## src/rtl/core/tcd_pkg.sv

```systemverilog
// ----------------------------------------------------------------------------
// tcd_pkg
// Shared types and constants of the timestamp to calendar date converter:
// item structs, format codes and reciprocal constants for constant division.
// ----------------------------------------------------------------------------
package tcd_pkg;

    typedef enum logic [1:0] {
        FMT_SEC1980  = 2'd0,
        FMT_IEC61850 = 2'd1,
        FMT_USEC     = 2'd2,
        FMT_SEC1970  = 2'd3
    } t_func;

    typedef struct packed {
        logic [63:0] raw_time;
        t_func       func;
    } t_in_item;

    typedef struct packed {
        logic [11:0] year;
        logic [3:0]  month;
        logic [4:0]  day;
        logic [4:0]  hour;
        logic [5:0]  minute;
        logic [5:0]  second;
        logic [9:0]  millisecond;
    } t_out_item;

    localparam logic [31:0] EPOCH_DELTA = 32'd315532800;

    // reciprocal multipliers, x / d == (x * MUL) >> SH over the needed range
    localparam int          USEC_DIV_SH  = 38;
    localparam logic [28:0] USEC_DIV_MUL =
        29'(((64'd1 << USEC_DIV_SH) + 64'd999) / 64'd1000);

    localparam int          DIV60_SH  = 37;
    localparam logic [31:0] DIV60_MUL =
        32'(((64'd1 << DIV60_SH) + 64'd59) / 64'd60);

    localparam int          MS_DIV_SH  = 26;
    localparam logic [16:0] MS_DIV_MUL =
        17'(((64'd1 << MS_DIV_SH) + 64'd999) / 64'd1000);

    localparam int DATE_LAT   = 5;
    localparam int PIPE_DEPTH = 3 + DATE_LAT;

endpackage

```

## src/rtl/core/tcd_date.sv

```systemverilog
// ----------------------------------------------------------------------------
// tcd_date
// Pipelined split of an hour count since 1980-01-01 into year, month, day
// and hour of day. Every fourth year from 1980 is a leap year.
// ----------------------------------------------------------------------------
module tcd_date (
    input  logic        i_clk,
    input  logic        i_rst_n,
    input  logic        i_valid,
    input  logic [20:0] i_hours,
    output logic        o_valid,
    output logic [11:0] o_year,
    output logic [3:0]  o_month,
    output logic [4:0]  o_day,
    output logic [4:0]  o_hour
);
    import tcd_pkg::*;

    localparam int          QUAD_SH  = 36;
    localparam logic [20:0] QUAD_MUL =
        21'(((64'd1 << QUAD_SH) + 64'd35063) / 64'd35064);
    localparam int          DAY_SH  = 19;
    localparam logic [14:0] DAY_MUL =
        15'(((64'd1 << DAY_SH) + 64'd23) / 64'd24);

    localparam logic [20:0] HOURS_PER_QUAD = 21'd35064;
    localparam logic [15:0] HOURS_LEAP     = 16'd8784;
    localparam logic [15:0] HOURS_COMMON   = 16'd8760;
    localparam logic [15:0] HOURS_COMMON2  = 16'd17520;

    localparam logic [8:0] MONTH_END [0:10] =
        '{9'd31, 9'd59, 9'd90, 9'd120, 9'd151, 9'd181,
          9'd212, 9'd243, 9'd273, 9'd304, 9'd334};

    logic [DATE_LAT-1:0] r_v;

    logic [20:0] r1_hours;
    logic [5:0]  r1_quad;
    logic [15:0] r2_rem;
    logic [5:0]  r2_quad;
    logic [13:0] r3_t;
    logic [11:0] r3_year;
    logic [13:0] r4_t;
    logic [8:0]  r4_dq;
    logic [11:0] r4_year;

    logic [41:0] w_pquad;
    logic [28:0] w_pday;
    logic [15:0] w_t2;
    logic [13:0] n_t;
    logic [1:0]  n_yoff;
    logic [8:0]  w_doy;
    logic [8:0]  w_d;
    logic [8:0]  w_start;
    logic [3:0]  n_month;
    logic [4:0]  n_day;
    logic        w_leap;

    assign w_pquad = 42'(i_hours) * 42'(QUAD_MUL);
    assign w_pday  = 29'(r3_t) * 29'(DAY_MUL);
    assign w_t2    = r2_rem - HOURS_LEAP;

    always_comb begin
        if (r2_rem < HOURS_LEAP) begin
            n_yoff = 2'd0;
            n_t    = 14'(r2_rem);
        end else if (w_t2 >= HOURS_COMMON2) begin
            n_yoff = 2'd3;
            n_t    = 14'(w_t2 - HOURS_COMMON2);
        end else if (w_t2 >= HOURS_COMMON) begin
            n_yoff = 2'd2;
            n_t    = 14'(w_t2 - HOURS_COMMON);
        end else begin
            n_yoff = 2'd1;
            n_t    = 14'(w_t2);
        end
    end

    assign w_leap = (r4_year[1:0] == 2'd0);
    assign w_doy  = r4_dq + 9'd1;
    assign w_d    = (w_leap && w_doy > 9'd60) ? w_doy - 9'd1 : w_doy;

    always_comb begin
        n_month = 4'd1;
        w_start = 9'd0;
        for (int m = 0; m < 11; m++) begin
            if (MONTH_END[m] < w_d) begin
                n_month = 4'(m + 2);
                w_start = MONTH_END[m];
            end
        end
        n_day = 5'(w_d - w_start);
        if (w_leap && w_doy == 9'd60) begin
            n_month = 4'd2;
            n_day   = 5'd29;
        end
    end

    always_ff @(posedge i_clk) begin
        if (!i_rst_n) begin
            r_v <= '0;
        end else begin
            r_v <= {r_v[DATE_LAT-2:0], i_valid};
        end

        r1_hours <= i_hours;
        r1_quad  <= w_pquad[QUAD_SH +: 6];

        r2_rem  <= 16'(r1_hours - 21'(r1_quad) * HOURS_PER_QUAD);
        r2_quad <= r1_quad;

        r3_t    <= n_t;
        r3_year <= 12'd1980 + {4'd0, r2_quad, 2'b00} + 12'(n_yoff);

        r4_t    <= r3_t;
        r4_dq   <= w_pday[DAY_SH +: 9];
        r4_year <= r3_year;

        o_hour  <= 5'(r4_t - 14'(r4_dq) * 14'd24);
        o_year  <= r4_year;
        o_month <= n_month;
        o_day   <= n_day;
    end

    assign o_valid = r_v[DATE_LAT-1];

endmodule

```

## src/rtl/core/timestamp_to_calendar_date.sv

```systemverilog
// ----------------------------------------------------------------------------
// timestamp_to_calendar_date
// Throughput: one item per cycle, o_busy stays low; every stage is one
// multiply by a reciprocal constant or one subtract and compare chain.
// Reset: synchronous active low, clears all stage valid bits; items in
// flight are dropped. The receiver cannot stall the output.
// ----------------------------------------------------------------------------
module timestamp_to_calendar_date (
    input  logic               i_clk,
    input  logic               i_rst_n,
    input  logic               i_start,
    input  tcd_pkg::t_in_item  i_item,
    output logic               o_busy,
    output logic               o_done,
    output tcd_pkg::t_out_item o_result
);
    import tcd_pkg::*;

    typedef struct packed {
        logic [5:0] minute;
        logic [5:0] second;
        logic [9:0] ms;
    } t_side;

    logic        w_accept;
    logic [31:0] w_frac;
    logic [41:0] w_piec;
    logic [60:0] w_pusec;
    logic [31:0] n_secs;
    logic [15:0] n_ms16;
    logic [63:0] w_p60;
    logic [32:0] w_pms;
    logic [58:0] w_ph;

    logic        r1_v;
    logic [31:0] r1_secs;
    logic [15:0] r1_ms16;
    logic        r2_v;
    logic [31:0] r2_secs;
    logic [26:0] r2_q60;
    logic [15:0] r2_ms16;
    logic [6:0]  r2_qms;
    logic        r3_v;
    logic [26:0] r3_q60;
    logic [5:0]  r3_sec;
    logic [9:0]  r3_ms;
    logic [20:0] r3_hours;

    t_side       r_side [DATE_LAT];
    t_side       n_side;

    logic        w_date_v;
    logic [11:0] w_year;
    logic [3:0]  w_month;
    logic [4:0]  w_day;
    logic [4:0]  w_hour;

    assign o_busy   = 1'b0;
    assign w_accept = i_start && !o_busy;

    assign w_frac  = i_item.raw_time[31:0];
    assign w_piec  = 42'(w_frac) * 42'd1000;
    assign w_pusec = 61'(w_frac) * 61'(USEC_DIV_MUL);

    always_comb begin
        unique case (i_item.func)
            FMT_SEC1980: begin
                n_secs = i_item.raw_time[47:16];
                n_ms16 = i_item.raw_time[15:0];
            end
            FMT_IEC61850: begin
                n_secs = i_item.raw_time[63:32] - EPOCH_DELTA;
                n_ms16 = {6'd0, w_piec[41:32]};
            end
            FMT_USEC: begin
                n_secs = i_item.raw_time[63:32] - EPOCH_DELTA;
                n_ms16 = w_pusec[USEC_DIV_SH +: 16];
            end
            default: begin
                n_secs = i_item.raw_time[31:0] - EPOCH_DELTA;
                n_ms16 = 16'd0;
            end
        endcase
    end

    assign w_p60 = 64'(r1_secs) * 64'(DIV60_MUL);
    assign w_pms = 33'(r1_ms16) * 33'(MS_DIV_MUL);
    assign w_ph  = 59'(r2_q60) * 59'(DIV60_MUL);

    assign n_side.minute = 6'(r3_q60 - 27'(r3_hours) * 27'd60);
    assign n_side.second = r3_sec;
    assign n_side.ms     = r3_ms;

    always_ff @(posedge i_clk) begin
        if (!i_rst_n) begin
            r1_v <= 1'b0;
            r2_v <= 1'b0;
            r3_v <= 1'b0;
        end else begin
            r1_v <= w_accept;
            r2_v <= r1_v;
            r3_v <= r2_v;
        end

        r1_secs <= n_secs;
        r1_ms16 <= n_ms16;

        r2_secs <= r1_secs;
        r2_q60  <= w_p60[DIV60_SH +: 27];
        r2_ms16 <= r1_ms16;
        r2_qms  <= w_pms[MS_DIV_SH +: 7];

        r3_q60   <= r2_q60;
        r3_sec   <= 6'(r2_secs - 32'(r2_q60) * 32'd60);
        r3_ms    <= 10'(r2_ms16 - 16'(r2_qms) * 16'd1000);
        r3_hours <= w_ph[DIV60_SH +: 21];

        r_side[0] <= n_side;
        for (int k = 1; k < DATE_LAT; k++) begin
            r_side[k] <= r_side[k-1];
        end
    end

    tcd_date u_date (
        .i_clk   (i_clk),
        .i_rst_n (i_rst_n),
        .i_valid (r3_v),
        .i_hours (r3_hours),
        .o_valid (w_date_v),
        .o_year  (w_year),
        .o_month (w_month),
        .o_day   (w_day),
        .o_hour  (w_hour)
    );

    assign o_done               = w_date_v;
    assign o_result.year        = w_year;
    assign o_result.month       = w_month;
    assign o_result.day         = w_day;
    assign o_result.hour        = w_hour;
    assign o_result.minute      = r_side[DATE_LAT-1].minute;
    assign o_result.second      = r_side[DATE_LAT-1].second;
    assign o_result.millisecond = r_side[DATE_LAT-1].ms;

    a_latency: assert property (@(posedge i_clk) disable iff (!i_rst_n)
        w_accept |-> ##PIPE_DEPTH o_done)
        else $error("item did not leave the pipeline on time");

    a_no_spurious: assert property (@(posedge i_clk) disable iff (!i_rst_n)
        o_done |-> $past(w_accept, PIPE_DEPTH))
        else $error("result without a matching item");

    a_time_range: assert property (@(posedge i_clk) disable iff (!i_rst_n)
        o_done |-> (o_result.millisecond < 10'd1000) && (o_result.second < 6'd60)
                   && (o_result.minute < 6'd60) && (o_result.hour < 5'd24))
        else $error("time of day field out of range");

    a_feb_day: assert property (@(posedge i_clk) disable iff (!i_rst_n)
        (o_done && o_result.month == 4'd2) |->
            (o_result.day <= 5'd29) && (o_result.day != 5'd0)
            && (o_result.day != 5'd29 || o_result.year[1:0] == 2'd0))
        else $error("bad february day");

endmodule

```

## config.mk

```make
export PLATFORM = sky130hd
export DESIGN_NAME = timestamp_to_calendar_date
export DESIGN_NICKNAME = d
export VERILOG_FILES = /design/src/rtl/core/tcd_pkg.sv /design/src/rtl/core/tcd_date.sv /design/src/rtl/core/timestamp_to_calendar_date.sv
export SDC_FILE = /design/constraint.sdc
export NUM_CORES = 2
export LEC_CHECK = 0
export BUFFER_PORTS_ARGS = -buffer_cell sky130_fd_sc_hd__buf_2
export CORE_AREA = 3 3 321 323
export CTS_BUF_LIST = sky130_fd_sc_hd__clkbuf_2
export DETAILED_ROUTE_END_ITERATION = 8
export DIE_AREA = 0 0 324 326
export GPL_TIMING_DRIVEN = 0
export PLACE_DENSITY = 0.8
export SKIP_CTS_REPAIR_TIMING = 1
export SLEW_MARGIN = 15
export SYNTH_ARGS = -nofsm -noshare
export SYNTH_HDL_FRONTEND = slang
export SYNTH_SLANG_ARGS = --single-unit
export TNS_END_PERCENT = 1
```

## constraint.sdc

```tcl
create_clock -name i_clk -period 6.5 [get_ports i_clk]
set_input_delay 0.65 -clock i_clk [delete_from_list [all_inputs] [get_ports i_clk]]
set_output_delay 0.65 -clock i_clk [all_outputs]
set_load 0.02 [all_outputs]
```

### Word level (Yosys, flattened, before mapping)

Memory sizes are Yosys's and may differ from the RTL's.
Cells that the tools add are included.

| storage, ports and cells | value |
|---|---|
| flip-flop bits (word level) | 271 |
| bits in writable memories | 110 |
| output and inout bits | 50 |
| memories kept | 1 |

Memory list:

| name | words | width | read ports | clocked after memory_dff | wr ports | line | RTL |
|---|---|---|---|---|---|---|---|
| r_side | 5 | 22 | 5 | 0 | 5 | timestamp_to_calendar_date.sv:49 | `t_side r_side [DATE_LAT];` |

| cells by class | value |
|---|---|
| add/subtract/negate cells | 15 |
| multipliers | 12 |
| magnitude comparators | 15 |
| equality and inequality tests | 3 |
| muxes and demuxes | 31 |
| reduce and logical (&&, ||, !) cells | 6 |

Operators by type and width:

| cell | number |
|---|---|
| multiplier 32 x 32 -> 64 bit (second input constant) | 1 |
| case mux 32 bit (2 select lines) | 1 |
| subtractor 32 x 29 -> 32 bit (second input constant) | 2 |
| multiplier 27 x 32 -> 58 bit (second input constant) | 1 |
| two-way mux 5 bit | 11 |
| multiplier 32 x 29 -> 54 bit (second input constant) | 1 |
| case mux 16 bit (3 select lines) | 1 |
| two-way mux 14 bit | 3 |
| multiplier 21 x 20 -> 41 bit (second input constant) | 1 |
| multiplier 32 x 7 -> 39 bit (second input constant) | 1 |
| less-than comparator 8 x 9 -> 1 bit (first input constant) | 4 |
| multiplier 16 x 17 -> 33 bit (second input constant) | 1 |
| less-than comparator 9 bit (first input constant) | 3 |
| multiplier 14 x 14 -> 27 bit (second input constant) | 1 |
| multiplier 27 x 4 -> 4 bit (second input constant) | 1 |
| multiplier 21 x 4 -> 4 bit (second input constant) | 1 |
| two-way mux 4 bit | 5 |
| less-than comparator 7 x 9 -> 1 bit (first input constant) | 2 |
| >= comparator 16 x 14 -> 1 bit (second input constant) | 1 |
| >= comparator 16 x 15 -> 1 bit (second input constant) | 1 |
| less-than comparator 16 x 14 -> 1 bit (second input constant) | 1 |
| subtractor 16 x 14 -> 16 bit (second input constant) | 1 |
| subtractor 16 bit | 1 |
| subtractor 14 x 11 -> 14 bit (second input constant) | 1 |
| other kinds (23) | 35 |

### Depth between registers and ports, before layout

| logic depth | value |
|---|---|
| word-level depth | 17 |
| gate-level depth with buffers | 25 |
| depth with buffers taken out | 25 |

### Cells and area by module

Synthesis repeated with hierarchy kept, for this count alone.

| second synthesis, totals | value |
|---|---|
| cell total of the unflattened synthesis | 5925 |
| area total of the unflattened synthesis | 60972.2 sq um |

By module, submodules not included:

| module | instances | cells each | area an instance (sq um) |
|---|---|---|---|
| timestamp_to_calendar_date | 1 | 4256 | 43784.5 |
| tcd_date | 1 | 1669 | 17187.7 |

### Least setup slack after synthesis

Ideal clock, no wire load.

| timing | value |
|---|---|
| path kind | input port to flip-flop |
| start | input i_item[25] (netlist name) |
| end | register r1_ms16[13] |
| library setup time | 0.117 ns |
| arrival | 6.932 ns |
| required time | 6.383 ns |
| path slack | -0.549 ns |
| cell stages on the path | 23 |
| cell sequence | ha_1 -> fa_1 -> fa_1 -> inv_1 -> fa_1 -> inv_1 -> fa_1 -> fa_1 -> fa_1 -> inv_1 -> fa_1 -> inv_1 -> ha_1 -> a21oi_1 -> o21ai_0 -> nor3_1 -> o211ai_1 -> o21ai_0 -> o21ai_1 -> a221o_1 -> a21o_1 -> a211o_1 -> a32o_1 |

| between the ends | value |
|---|---|
| cells in the longest elaborated chain, start to end | 2 |

RTL lines:

| item | line | RTL |
|---|---|---|
| start: declaration | timestamp_to_calendar_date.sv:12 | `input tcd_pkg::t_in_item i_item,` |
| multiplier 32 x 29 -> 54 bit | timestamp_to_calendar_date.sv:63 | `assign w_pusec = 61'(w_frac) * 61'(USEC_DIV_MUL);` |
| case mux 16 bit (3 select lines) | timestamp_to_calendar_date.sv:66 | `unique case (i_item.func)` |
| via n_ms16[13] | timestamp_to_calendar_date.sv:30 | `logic [15:0] n_ms16;` |
| end signal: assignment | timestamp_to_calendar_date.sv:106 | `r1_ms16 <= n_ms16;` |
| end: declaration | timestamp_to_calendar_date.sv:37 | `logic [15:0] r1_ms16;` |

The timed path passes the listed nets, and every way through them passes these cells.
A chain may end at the register's enable or synchronous reset.

### Worst setup path after layout

| timing | value |
|---|---|
| start | input i_item[28] (netlist name) |
| end | register r1_ms16[13] |

Same word-level chain as after synthesis.

==> results by group <==
Layout
  • Reg area: 7730 um2
  • Share of layout cells above drive strength 1: 0.0885
  • Nets: 8560
  • Layout fillers: 7521
  • Area Overhead vs Synth: 8.95%
  • Multi-input logic area: 47500 um2

STA
  • Crit share post-route: 0.990
  • Crit path time final: 6.44 ns
  • Setup Skew: 0.126 ns
  • Max Freq: 155 MHz
  • Setup-failing EPs final: 0
  • Relative slew slack: 0.392
  • Worst-Margin Slew: 0.910 ns
  • Final hold violation count: 0
  • RSZ-0062 raised after global routing: true
  • Final worst setup slack: 0.0630 ns
  • Max-slew violations: 0

Floorplanning
  • Rows: 116
  • Die H: 326 um
  • CORE AREA: 100000 um2
  • I/O pin cnt: 119
  • Effective utilization at floorplan: 0.600
  • DIE AREA: 106000 um2
  • Die X-Extent: 324 um

Clock tree
  • Inserted Clock Buffers: 96
  • H-tree levels: 3
  • Clk sink count: 381
  • Bufs on Longest Clock Path: 3
  • Clock root buffer: clkbuf_2
  • Reg clk slew, reported paths: 0.11 ns
  • CTS tree: built
  • Clk Latency, worst-skew pair: 1.18 ns

Setup path
  • Crit. End Element: flop
  • Worst Path Required: 7.59 ns
  • CP Data Arrival Time: 7.53 ns
  • Cells along the critical path: buf_2 -> ha_1 -> fa_1 -> ha_1 -> inv_1 -> fa_1 -> inv_1 -> fa_1 -> inv_1 -> fa_1 -> inv_1 -> fa_1 -> ha_4 -> ha_4 -> a21o_1 -> a21o_1 -> a21oi_1 -> o21ai_1 -> a221oi_2 -> o21ai_2 -> a221o_1 -> a21o_1 -> a211o_1 -> a32o_1
  • WP buf/inv: 5
  • Most frequent CP cell: fa_1
  • Critical Path Stages: 24
  • Startpoint Class: primary input
  • Slowest-stage cell, CP: fa_1
  • Critical Path Max Stage Delay: 0.60 ns
  • WS Path Type: primary input to flop
  • Top Family by Delay on Critical Path: adder cells
  • Critical path fanouts, max: 17
  • Worst Reg-to-Reg Cells: 20

GRT
  • First-pass GRT wire length: 225000 um
  • Initial antenna violation count: 5
  • GRT Total Usage: 0.269
  • Largest net degree at the start of global routing: 20
  • Vias in the first global route: 44600
  • Gr ovfl total: 0

Logic synthesis
  • Post-synth top area cell: fa_1
  • Mapped Nets: 8249
  • Most used DFF post-synth: dfxtp_1
  • Asr flop ratio synth: 0
  • Synth Area in Compound Gates: 0.0743
  • Simple-Gate Fraction of Synth Area: 0.0510
  • Cells after Synth: 5825
  • Adder-Cell Fraction of Synth Area: 0.615
  • Mux cell area share after synthesis: 0.00356
  • Number of synthesized flops with an enable pin: 0
  • Seq/Total Area, Yosys: 0.127
  • Top post-synthesis cells by count: 1535 x inv_1, 1358 x ha_1, 997 x fa_1, 381 x dfxtp_1, 179 x a21oi_1
  • Main combinational cell family by area after synthesis: adder cells
  • YS warnings: 0
  • Count leader, synth: inv_1
  • Syn_area_per_cell: 10.3 um2
  • Post-synth cell types: 95
  • Synth top area share: 0.332
  • Syn Std Cell Area: 60100 um2
  • Top post-synthesis cells by area: fa_1 33%, ha_1 28%, dfxtp_1 13%, inv_1 9.6%, xnor2_1 1.9%
  • Synth Area in XOR/XNOR: 0.0278
  • Seq cells post-synth: 381

Min path
  • Hold Crit Class: primary input to flop
  • Hold path cells: 6

Placed design
  • Final RePlAce weighted congestion: 0.973
  • Worst slack, placed: -1.87 ns
  • Detailed placement HPWL: 115000 um
  • IO buf count: 117

Detailed routing
  • DR WL/cell: 18.5 um
  • Via density per instance: 5.50
  • Drt drc: 0
  • Vias after detailed routing: 41300
  • DR pass1 iterations: 6
  • Drt total wl: 139000 um
  • DRT iter0 DRCs: 2166
  • Post-DRT Antenna Nets: 0

Run status
  • Outcome: complete, no violations

Job
  • Total of max-cap violations: 0
==> final cells by class <==
type | instances | area share
clock inverters | 37 | 0.00361
multi-input cells | 3841 | 0.725
diodes | 3 | 0.000115
flip-flops and latches | 381 | 0.118
clock buffers | 131 | 0.0100
repair buffers | 213 | 0.0246
inverters | 1536 | 0.0881
well taps | 1298 | 0.0248
plain buffers | 67 | 0.00552
==> logic make-up (layout without fill, tap and decap cells) <==
kind of cell / Yosys count / after routing
adders and majority gates: 2355 / 2355
buffers and inverters: 1603 / 1984
AOI/OAI and AO/OA: 678 / 678
and+or+nand+nor: 596 / 596
DFF: 381 / 381
xor gates and xnor gates: 191 / 191
muxes: 20 / 20
other: 1 / 4
==> worst paths after layout <==
kind | to | slack (ns) | startpoint
worst max-delay path | r1_ms16[13]$_DFF_P_ | 0.06 | i_item[28]
worst min-delay path | r1_secs[21]$_DFF_P_ | 0.06 | i_item[55]
worst max register to register | r2_q60[23]$_DFF_P_ | 0.07 | r1_secs[23]$_DFF_P_
worst min register to register | r_side[0][47]$_DFF_P_ | 0.22 | r_side[0][25]$_DFF_P_
==> sequential cells by signal (all words and copies together), names as in the netlist, 7 cells and up <==
name	count
r_side	110
r1_secs	32
r2_q60	27
r3_hours	21
r1_ms16	16
u_date.r1_hours	16
u_date.r2_rem	16
u_date.r3_t	14
u_date.o_year	12
u_date.r3_year	12
u_date.r4_year	12
r2_ms16	10
r3_ms	10
u_date.r4_dq	9
r2_qms	7
==> metal layers <==
layer,track usage,share of wire
met5,0,0.00012
met2,0.464,0.49
met3,0.0428,0.066
met1,0.338,0.40
met4,0.104,0.041
==> layout by cell type (no fill, tap or decap), types with 39 or more instances in the layout <==
cell and n:
nor2_1 130, buf_2 100, nand2_1 143, clkbuf_2 132, a21oi_1 165, nand4_1 39
nand3_1 52, fa_1 973, buf_4 55, inv_1 1523, nor3_1 43, o21ai_0 112
dfxtp_1 342, ha_1 1291, dlygate4sd3_1 65, ha_4 64, xor2_1 62, a21o_1 92
xnor2_1 129
==> per-stage QoR <==
stage / TNS [ns] / cell area, um2 / hold WS [ns] / instances / utilization
6_report: 0 / 65500 / 0.0564 / 7507 / 0.654
5_1_grt: -0.787 / 65500 / -0.00869 / 7506 / 0.654
4_1_cts: -15.20 / 64000 / -0.529 / 7408 / 0.639
3_5_place_dp: -34.95 / 63100 / 0.312 / 7240 / 0.630
3_3_place_gp: -33.09 / 63100 / 0.310 / 7240 / 0.630
2_1_floorplan: 0 / 60900 / 0.310 / 5825 / -
==> worst min-delay path, stage by stage <==
cell,delay [ns]
buf_2,0.09
mux2i_1,0.09
nand2_1,0.09
a21oi_1,0.08
nor2_1,0.11
o21ai_0,0.10
Power is left out: the tool's default activity adds up to more than one toggle a clock period on the data nets, which glitch-free logic cannot reach.
